--- config.mk ---
export PLATFORM = sky130hd
export DESIGN_NAME = versioned_key_table_core
export DESIGN_NICKNAME = d
export VERILOG_FILES = /design/src/design/vkt_pkg.sv /design/src/design/vkt_mem.sv /design/src/design/versioned_key_table_core.sv
export SDC_FILE = /design/constraint.sdc
export NUM_CORES = 2
export LEC_CHECK = 0
export BUFFER_PORTS_ARGS = -buffer_cell sky130_fd_sc_hd__buf_2
export CAP_MARGIN = 10
export CORE_MARGIN = 3
export CORE_UTILIZATION = 47
export CTS_CLUSTER_DIAMETER = 40
export DETAILED_ROUTE_END_ITERATION = 8
export PLACE_DENSITY = 0.61
export SLEW_MARGIN = 10
export SYNTH_ARGS = -nofsm -noshare
export SYNTH_HDL_FRONTEND = slang
export SYNTH_SLANG_ARGS = --single-unit
--- constraint.sdc ---
create_clock -name clk -period 14.3 [get_ports clk]
set_input_delay 2.145 -clock clk [delete_from_list [all_inputs] [get_ports clk]]
set_output_delay 2.145 -clock clk [all_outputs]
set_load 0.01 [all_outputs]
--- src/design/vkt_pkg.sv ---
// shared types and constants for the versioned key table
`default_nettype none
package vkt_pkg;
  localparam int TABLE_DEPTH = 16;
  localparam int KEY_CHARS   = 3;
  localparam int KEY_W       = 8 * KEY_CHARS;
  localparam int VER_W       = 16;
  localparam int VAL_W       = 31;
  localparam int IDX_W       = (TABLE_DEPTH > 1) ? $clog2(TABLE_DEPTH) : 1;
  localparam int CNT_W       = $clog2(TABLE_DEPTH + 1);
  localparam int TSIZE_W     = 5;

  localparam logic [2:0] MODE_INSERT   = 3'd0;
  localparam logic [2:0] MODE_FIND_KEY = 3'd1;
  localparam logic [2:0] MODE_FIND_VER = 3'd2;
  localparam logic [2:0] MODE_DEL_KEY  = 3'd3;
  localparam logic [2:0] MODE_DEL_VER  = 3'd4;
  localparam logic [2:0] MODE_COMPRESS = 3'd5;

  localparam logic [1:0] ST_OK        = 2'd0;
  localparam logic [1:0] ST_FULL      = 2'd1;
  localparam logic [1:0] ST_NOT_FOUND = 2'd2;

  typedef struct packed {
    logic [2:0]       mode;
    logic [KEY_W-1:0] key;
    logic [VER_W-1:0] version;
    logic [VAL_W-1:0] value_a;
    logic [VAL_W-1:0] value_b;
  } req_t;

  typedef struct packed {
    logic [1:0]       status;
    logic [KEY_W-1:0] found_key;
    logic [VER_W-1:0] found_version;
    logic [VAL_W-1:0] found_value_a;
    logic [VAL_W-1:0] found_value_b;
    logic             last;
  } rsp_t;

  typedef struct packed {
    logic [KEY_W-1:0] key;
    logic [VER_W-1:0] version;
    logic [VAL_W-1:0] value_a;
    logic [VAL_W-1:0] value_b;
  } entry_t;

  typedef enum logic [4:0] {
    S_IDLE,
    S_INS_RD, S_INS_CHK, S_INS_WR,
    S_FND_RD, S_FND_CHK, S_FND_END,
    S_DEL_RD, S_DEL_CHK, S_DEL_MOVE,
    S_CMP_KEY_RD, S_CMP_KEY, S_CMP_MAX_RD, S_CMP_MAX, S_CMP_SCN_RD, S_CMP_SCN
  } state_t;
endpackage
`default_nettype wire

--- src/design/vkt_mem.sv ---
// entry store: one write port, one registered read port
`default_nettype none
module vkt_mem (
  input  wire                        clk,
  input  wire                        we,
  input  wire  [vkt_pkg::IDX_W-1:0]  waddr,
  input  vkt_pkg::entry_t            wdata,
  input  wire  [vkt_pkg::IDX_W-1:0]  raddr,
  output vkt_pkg::entry_t            rdata
);
  import vkt_pkg::*;

  entry_t mem [TABLE_DEPTH];

  always_ff @(posedge clk) begin
    if (we) begin
      mem[waddr] <= wdata;
    end
    rdata <= mem[raddr];
  end
endmodule
`default_nettype wire

--- src/design/versioned_key_table_core.sv ---
// versioned key table: sequencer around a single entry memory
//
//  channel   signals                  handshake
//  request   start, busy, req         taken when start & !busy
//  result    rsp_valid, rsp           one cycle per result, no stall
//  config    cfg_we, cfg_wdata        written when cfg_we
//
// every entry visit is a read-issue state followed by a compare state, because
// the memory read port is registered. a delete adds a move state per removed
// entry; compress repeats key, max and scan passes until a key pass ends with
// no change.
// reset clears the entry count and sets table_size to 16; no clearing pass.
// results cannot be held off by the receiver.
`default_nettype none
module versioned_key_table_core (
  input  wire                          clk,
  input  wire                          rst,
  input  wire                          start,
  output logic                         busy,
  input  vkt_pkg::req_t                req,
  input  wire                          cfg_we,
  input  wire  [vkt_pkg::TSIZE_W-1:0]  cfg_wdata,
  output logic                         rsp_valid,
  output vkt_pkg::rsp_t                rsp
);
  import vkt_pkg::*;

  state_t state, state_next;
  req_t   op, op_next;
  logic [TSIZE_W-1:0] tsize;
  logic [CNT_W-1:0] cnt, cnt_next;
  logic [CNT_W-1:0] idx, idx_next;
  logic [CNT_W-1:0] ci, ci_next;
  logic [CNT_W-1:0] cj, cj_next;
  logic [KEY_W-1:0] ck, ck_next;
  logic [VER_W-1:0] ctop, ctop_next;
  logic [VER_W-1:0] dver, dver_next;
  logic             is_cmp, is_cmp_next;
  logic             changed, changed_next;
  logic             any, any_next;
  logic             seen, seen_next;
  logic [VER_W-1:0] top, top_next;
  logic             pend_valid, pend_valid_next;
  entry_t           pend, pend_next;
  logic             rsp_valid_next;
  rsp_t             rsp_next;

  logic             mem_we;
  logic [IDX_W-1:0] mem_waddr, mem_raddr;
  entry_t           mem_wdata, rdata;

  logic             full, del_match, del_use_ver;
  logic [KEY_W-1:0] del_key;
  logic [VER_W-1:0] new_ver;
  logic [CNT_W-1:0] cnt_m1;

  vkt_mem u_mem (
    .clk   (clk),
    .we    (mem_we),
    .waddr (mem_waddr),
    .wdata (mem_wdata),
    .raddr (mem_raddr),
    .rdata (rdata)
  );

  assign busy   = (state != S_IDLE);
  assign cnt_m1 = cnt - CNT_W'(1);
  assign full   = (cnt >= CNT_W'(TABLE_DEPTH)) || (32'(cnt) >= 32'(tsize));
  assign new_ver = !seen ? '0 : ((&top) ? top : top + VER_W'(1));
  assign del_key     = is_cmp ? ck : op.key;
  assign del_use_ver = is_cmp || (op.mode == MODE_DEL_VER);
  assign del_match   = (rdata.key == del_key) && (!del_use_ver || rdata.version == dver);

  // next state
  always_comb begin
    state_next = state;
    case (state)
      S_IDLE: begin
        if (start) begin
          case (req.mode)
            MODE_INSERT:   state_next = full ? S_IDLE : S_INS_RD;
            MODE_FIND_KEY,
            MODE_FIND_VER: state_next = S_FND_RD;
            MODE_DEL_KEY,
            MODE_DEL_VER:  state_next = S_DEL_RD;
            MODE_COMPRESS: state_next = S_CMP_KEY_RD;
            default:       state_next = S_IDLE;
          endcase
        end
      end
      S_INS_RD:   state_next = (idx < cnt) ? S_INS_CHK : S_INS_WR;
      S_INS_CHK:  state_next = S_INS_RD;
      S_INS_WR:   state_next = S_IDLE;
      S_FND_RD:   state_next = (idx < cnt) ? S_FND_CHK : S_FND_END;
      S_FND_CHK:  state_next = S_FND_RD;
      S_FND_END:  state_next = S_IDLE;
      S_DEL_RD: begin
        if (idx < cnt) state_next = S_DEL_CHK;
        else state_next = is_cmp ? S_CMP_SCN_RD : S_IDLE;
      end
      S_DEL_CHK:  state_next = del_match ? S_DEL_MOVE : S_DEL_RD;
      S_DEL_MOVE: state_next = S_DEL_RD;
      S_CMP_KEY_RD: begin
        if (ci < cnt) state_next = S_CMP_KEY;
        else state_next = changed ? S_CMP_KEY_RD : S_IDLE;
      end
      S_CMP_KEY:    state_next = S_CMP_MAX_RD;
      S_CMP_MAX_RD: state_next = (idx < cnt) ? S_CMP_MAX : S_CMP_SCN_RD;
      S_CMP_MAX:    state_next = S_CMP_MAX_RD;
      S_CMP_SCN_RD: state_next = (cj < cnt) ? S_CMP_SCN : S_CMP_KEY_RD;
      S_CMP_SCN: begin
        if (rdata.key == ck && rdata.version < ctop) state_next = S_DEL_RD;
        else state_next = S_CMP_SCN_RD;
      end
      default: state_next = S_IDLE;
    endcase
  end

  // datapath and outputs
  always_comb begin
    op_next         = op;
    cnt_next        = cnt;
    idx_next        = idx;
    ci_next         = ci;
    cj_next         = cj;
    ck_next         = ck;
    ctop_next       = ctop;
    dver_next       = dver;
    is_cmp_next     = is_cmp;
    changed_next    = changed;
    any_next        = any;
    seen_next       = seen;
    top_next        = top;
    pend_valid_next = pend_valid;
    pend_next       = pend;
    rsp_valid_next  = 1'b0;
    rsp_next        = '0;
    rsp_next.last   = 1'b1;
    mem_we          = 1'b0;
    mem_waddr       = idx[IDX_W-1:0];
    mem_wdata       = rdata;
    mem_raddr       = idx[IDX_W-1:0];
    case (state)
      S_IDLE: begin
        if (start) begin
          op_next         = req;
          idx_next        = '0;
          ci_next         = '0;
          seen_next       = 1'b0;
          top_next        = '0;
          any_next        = 1'b0;
          changed_next    = 1'b0;
          pend_valid_next = 1'b0;
          dver_next       = req.version;
          is_cmp_next     = (req.mode == MODE_COMPRESS);
          case (req.mode)
            MODE_INSERT: begin
              if (full) begin
                rsp_valid_next  = 1'b1;
                rsp_next.status = ST_FULL;
              end
            end
            MODE_FIND_KEY, MODE_FIND_VER, MODE_DEL_KEY, MODE_DEL_VER,
            MODE_COMPRESS: ;
            default: begin
              rsp_valid_next = 1'b1;
            end
          endcase
        end
      end
      S_INS_CHK: begin
        if (rdata.key == op.key && (!seen || rdata.version > top)) begin
          top_next  = rdata.version;
          seen_next = 1'b1;
        end
        idx_next = idx + CNT_W'(1);
      end
      S_INS_WR: begin
        mem_we                 = 1'b1;
        mem_waddr              = cnt[IDX_W-1:0];
        mem_wdata.key          = op.key;
        mem_wdata.version      = new_ver;
        mem_wdata.value_a      = op.value_a;
        mem_wdata.value_b      = op.value_b;
        cnt_next               = cnt + CNT_W'(1);
        rsp_valid_next         = 1'b1;
        rsp_next.found_key     = op.key;
        rsp_next.found_version = new_ver;
        rsp_next.found_value_a = op.value_a;
        rsp_next.found_value_b = op.value_b;
      end
      S_FND_CHK: begin
        if (rdata.key == op.key &&
            (op.mode == MODE_FIND_KEY || rdata.version == op.version)) begin
          // hold each match back until the next one so the final one can carry last
          if (pend_valid) begin
            rsp_valid_next         = 1'b1;
            rsp_next.last          = 1'b0;
            rsp_next.found_key     = pend.key;
            rsp_next.found_version = pend.version;
            rsp_next.found_value_a = pend.value_a;
            rsp_next.found_value_b = pend.value_b;
          end
          pend_valid_next = 1'b1;
          pend_next       = rdata;
        end
        idx_next = idx + CNT_W'(1);
      end
      S_FND_END: begin
        rsp_valid_next = 1'b1;
        if (pend_valid) begin
          rsp_next.found_key     = pend.key;
          rsp_next.found_version = pend.version;
          rsp_next.found_value_a = pend.value_a;
          rsp_next.found_value_b = pend.value_b;
        end else begin
          rsp_next.status = ST_NOT_FOUND;
        end
      end
      S_DEL_RD: begin
        if (!(idx < cnt) && !is_cmp) begin
          rsp_valid_next  = 1'b1;
          rsp_next.status = any ? ST_OK : ST_NOT_FOUND;
        end
      end
      S_DEL_CHK: begin
        // on a hit fetch the last entry to fill the hole; recheck same slot
        if (del_match) mem_raddr = cnt_m1[IDX_W-1:0];
        else idx_next = idx + CNT_W'(1);
      end
      S_DEL_MOVE: begin
        mem_we    = 1'b1;
        mem_wdata = rdata;
        cnt_next  = cnt_m1;
        any_next  = 1'b1;
      end
      S_CMP_KEY_RD: begin
        mem_raddr = ci[IDX_W-1:0];
        if (!(ci < cnt)) begin
          if (changed) begin
            ci_next      = '0;
            changed_next = 1'b0;
          end else begin
            rsp_valid_next = 1'b1;
          end
        end
      end
      S_CMP_KEY: begin
        ck_next   = rdata.key;
        ctop_next = rdata.version;
        idx_next  = '0;
      end
      S_CMP_MAX_RD: begin
        if (!(idx < cnt)) cj_next = '0;
      end
      S_CMP_MAX: begin
        if (rdata.key == ck && rdata.version > ctop) ctop_next = rdata.version;
        idx_next = idx + CNT_W'(1);
      end
      S_CMP_SCN_RD: begin
        mem_raddr = cj[IDX_W-1:0];
        if (!(cj < cnt)) ci_next = ci + CNT_W'(1);
      end
      S_CMP_SCN: begin
        // older version found: strip all copies of it, holes lie at or past cj
        if (rdata.key == ck && rdata.version < ctop) begin
          dver_next    = rdata.version;
          idx_next     = cj;
          changed_next = 1'b1;
        end else begin
          cj_next = cj + CNT_W'(1);
        end
      end
      default: ;
    endcase
  end

  always_ff @(posedge clk) begin
    if (rst) begin
      state      <= S_IDLE;
      cnt        <= '0;
      tsize      <= TSIZE_W'(16);
      rsp_valid  <= 1'b0;
      pend_valid <= 1'b0;
    end else begin
      state      <= state_next;
      cnt        <= cnt_next;
      rsp_valid  <= rsp_valid_next;
      pend_valid <= pend_valid_next;
      if (cfg_we) tsize <= cfg_wdata;
    end
  end

  always_ff @(posedge clk) begin
    op      <= op_next;
    idx     <= idx_next;
    ci      <= ci_next;
    cj      <= cj_next;
    ck      <= ck_next;
    ctop    <= ctop_next;
    dver    <= dver_next;
    is_cmp  <= is_cmp_next;
    changed <= changed_next;
    any     <= any_next;
    seen    <= seen_next;
    top     <= top_next;
    pend    <= pend_next;
    rsp     <= rsp_next;
  end
endmodule
`default_nettype wire

==> results.cfg <==
[run_status]
status = finished, final reports clean

[critical_path]
cp.required_ns = 15.02
cp.arrival_ns = 7.26
crit_chain = xnor2_1, nand4_1, nor4_1, o221ai_1, or4b_1, a221o_4, nor3_4, buf_4, buf_4, nand3_1, nand4_1, a31oi_1
critPathLaunchType = register
path_depth = 12
critPathMaxFanout = 44
rr_startpoint = u_mem.rdata[76]
path_class = register to register
cp_top_family = simple AND/OR/NAND/NOR gates
cp-startpoint = u_mem.rdata[76]
reg2reg_to = u_mem.rdata[95]
cp-end-kind = register
reg2reg_slack_ns = 7.76
endpoint = u_mem.rdata[95]
worst-path-buf-inv = 2
crit_slowest_cell = nor3_4
reg2reg_depth = 12
critPathMaxStageDelay_ns = 0.95

[logic_synthesis]
syn_avg_cell_area_um2 = 12.72
yosysTopAreaCell = edfxtp_1
ys_seq_elements = 2153
synth_edf_count = 1930
synth_top_area_share_pct = 69.96
syn_inst = 6511
synthAdderAreaFrac_pct = 0.8458
synthDistinctLibCells = 60
synthSimpleGateAreaFrac_pct = 18.04
synth.most_common_cell = nand2_1
synthMuxAreaShare_pct = 0.1344
synthFlopType = edfxtp_1
synth.top_cells.by_count = 2143 x nand2_1, 1930 x edfxtp_1, 1042 x nand3_1
synth_top_family_by_area = simple AND/OR/NAND/NOR gates
ys_seq_area_share_pct = 75.35
synth_area_leaders = edfxtp_1 70%, nand2_1 9.7%, nand3_1 6.3%
synth_compound_area_share_pct = 2.176
synth-async-reset-ratio_pct = 0
syn_nets = 6681
syn_area_mm2 = 0.08284
yosysWarnings = 0
synth_xor_area_share_pct = 1.174

[pwr]
power_frac_comb_pct = 25.3
vdd_drop_max_mv = 0.2187
p_switching_mw = 6.915
power.total_mw = 20.68
p_sw_share_pct = 33.45
clockPowerShare_pct = 33.4
seqPwrFrac_pct = 41.3
p_int_mw = 13.76
power.density_mw_per_mm2 = 216.7
leakage_nw = 34.34

[timing]
fin_crit_sh_pct = 45.71
rsz0062_at_grt = false
hold_violations = 0
slew_violations = 0
finalSetupViolations = 0
min_period_ns = 6.537
holdWs_ns = 0.4294
setup-tns-final_ns = 0
fmax_ghz = 0.1530
finClkSkew_ns = 0.05999
maxSlewHeadroom_pct = 19.80
worst_pin_slew_ns = 1.203

[drt]
viasPerCell = 5.735
routedWlPerCell_um = 25.12
drt-initial-drc-count = 5558
antenna_left = 0
drc_errors = 0
wl_mm = 232.9
dr.pass1.iters = 6
vias = 53180

[placed_design]
io_buffers = 220
place_inst = 8775
hpwl_mm = 113.6
globalplace.congestion = 0.8563

[global_route]
grt_pass1_wl_mm = 342.6
antenna_found_initial = 6
grt_util_all_layers_pct = 25.45
grt_max_degree = 191
grt-ovfl-total = 0
grt_pass1_vias = 51120

[layout]
fin_nets = 6906
finalNonFillerCells = 9273
layout-drive-gt1-share_pct = 11.07
syn_to_final_growth_pct = 15.19

[floorplanning]
core_area_mm2 = 0.1746
dieArea_mm2 = 0.1813
initial_core_util_pct = 47.45
die_y_um = 425.8
die_w_um = 425.8
io_pins = 221
rows = 153

[clock_network]
clk_pin_slew_ns = 0.06
cts_setup_buffers = 0
cts_resized = 0
cts_hold_buf = 0
htree_levels = 5
root_buffer = clkbuf_16
clock_sinks = 2153
cts_max_path_buffers = 4
numCtsBuffers = 284
cts_tree = built
insertion_delay_ns = 0.93

[hold_path]
hold_path_class = register to register
min-delay-start = u_mem.rdata[49]

[run]
cap_violations = 0
==> power groups by stage <==
stage / combinational (mW) / clock (mW) / sequential (mW)
floorplan: 3.49 / 0 / 8.52
global placement: 5.14 / 0 / 8.64
detailed placement: 5.21 / 0 / 8.66
CTS: 5.23 / 7.00 / 8.53
global route: 5.75 / 7.27 / 8.58
finish: 5.23 / 6.91 / 8.54
==> worst reg2reg max path: cells and delay by family, from the launching register on <==
kind / cells / cell delay, ns
flip-flops: 1 / 0.63
AND/OR/NAND/NOR: 6 / 2.67
AO/OA/AOI/OAI: 3 / 1.13
buffers and inverters: 2 / 1.72
XOR/XNOR: 1 / 0.20
==> metal layers <==
layer | vias to the layer above | track usage [%] | wire length [µm]
li1 | 23760 | - | -
met1 | 26680 | 35.07 | 95520
met2 | 2328 | 41.87 | 113200
met3 | 413 | 3.674 | 17360
met4 | 0 | 8.164 | 6861
met5 | - | 0 | 0
==> worst min path at each step <==
| stage | to | slack (ns) | depth (start not counted) |
|---|---|---|---|
| floorplan | rsp[0] | 0.40 | 1 |
| global placement | pend[34] | 0.41 | 0 |
| detailed placement | pend[18] | 0.41 | 0 |
| CTS | pend[34] | 0.43 | 0 |
| global route | pend[34] | 0.43 | 0 |
| finish | pend[49] | 0.43 | 0 |
==> through the flow <==
stage          utilization (%)  cell area, µm²  setup slack, ns
2_1_floorplan                -           82840            2.109
3_3_place_gp             49.39           86220            7.905
3_5_place_dp             49.39           86220            7.792
4_1_cts                  54.66           95420            7.755
5_1_grt                  54.66           95430            7.580
6_report                 54.66           95430            7.763
==> registers in the layout (all words and copies together), names as in the netlist, 16 cells and up <==
name / flops
u_mem.rdata: 102
top: 16
pend: 102
rsp: 105
u_mem.mem: 1632
op: 105
ck: 24
dver: 16
ctop: 16
==> cell usage in the layout (no fill, tap or decap), types with 21 or more instances in the layout <==
cell type   instances
nand4_1           124
bufinv_16          23
ha_1               56
clkbuf_16         290
inv_1              52
nand2_1          2143
dfxtp_1           223
a31oi_1           111
nand3_1          1042
edfxtp_1         1930
clkinv_2           21
nor2_1             69
clkbuf_1           51
buf_2             220
inv_6              31
a21o_1             35
xnor2_1            70
buf_4              67
xor2_1             41
clkinvlp_4         27
o21ai_0            33
a21oi_1            31
==> cell families after synthesis <==
kind of cell / Yosys count
compound gates: 274
simple gates: 3489
xor+xnor: 111
fa+ha+maj: 56
mux: 11
buf+inv: 417
flops: 2153
==> layout make-up <==
| type | instances | area, µm² |
|---|---|---|
| inverter | 54 | 207.7 |
| sequential | 2153 | 62420 |
| timing repair buffer | 302 | 1904 |
| tap | 2325 | 2909 |
| multi-input combinational | 3941 | 18780 |
| antenna | 2 | 5.005 |
| clock inverter | 139 | 1534 |
| fill | 14330 | 79160 |
| clock buffer | 357 | 7669 |
(Power assumes the default switching activity.)
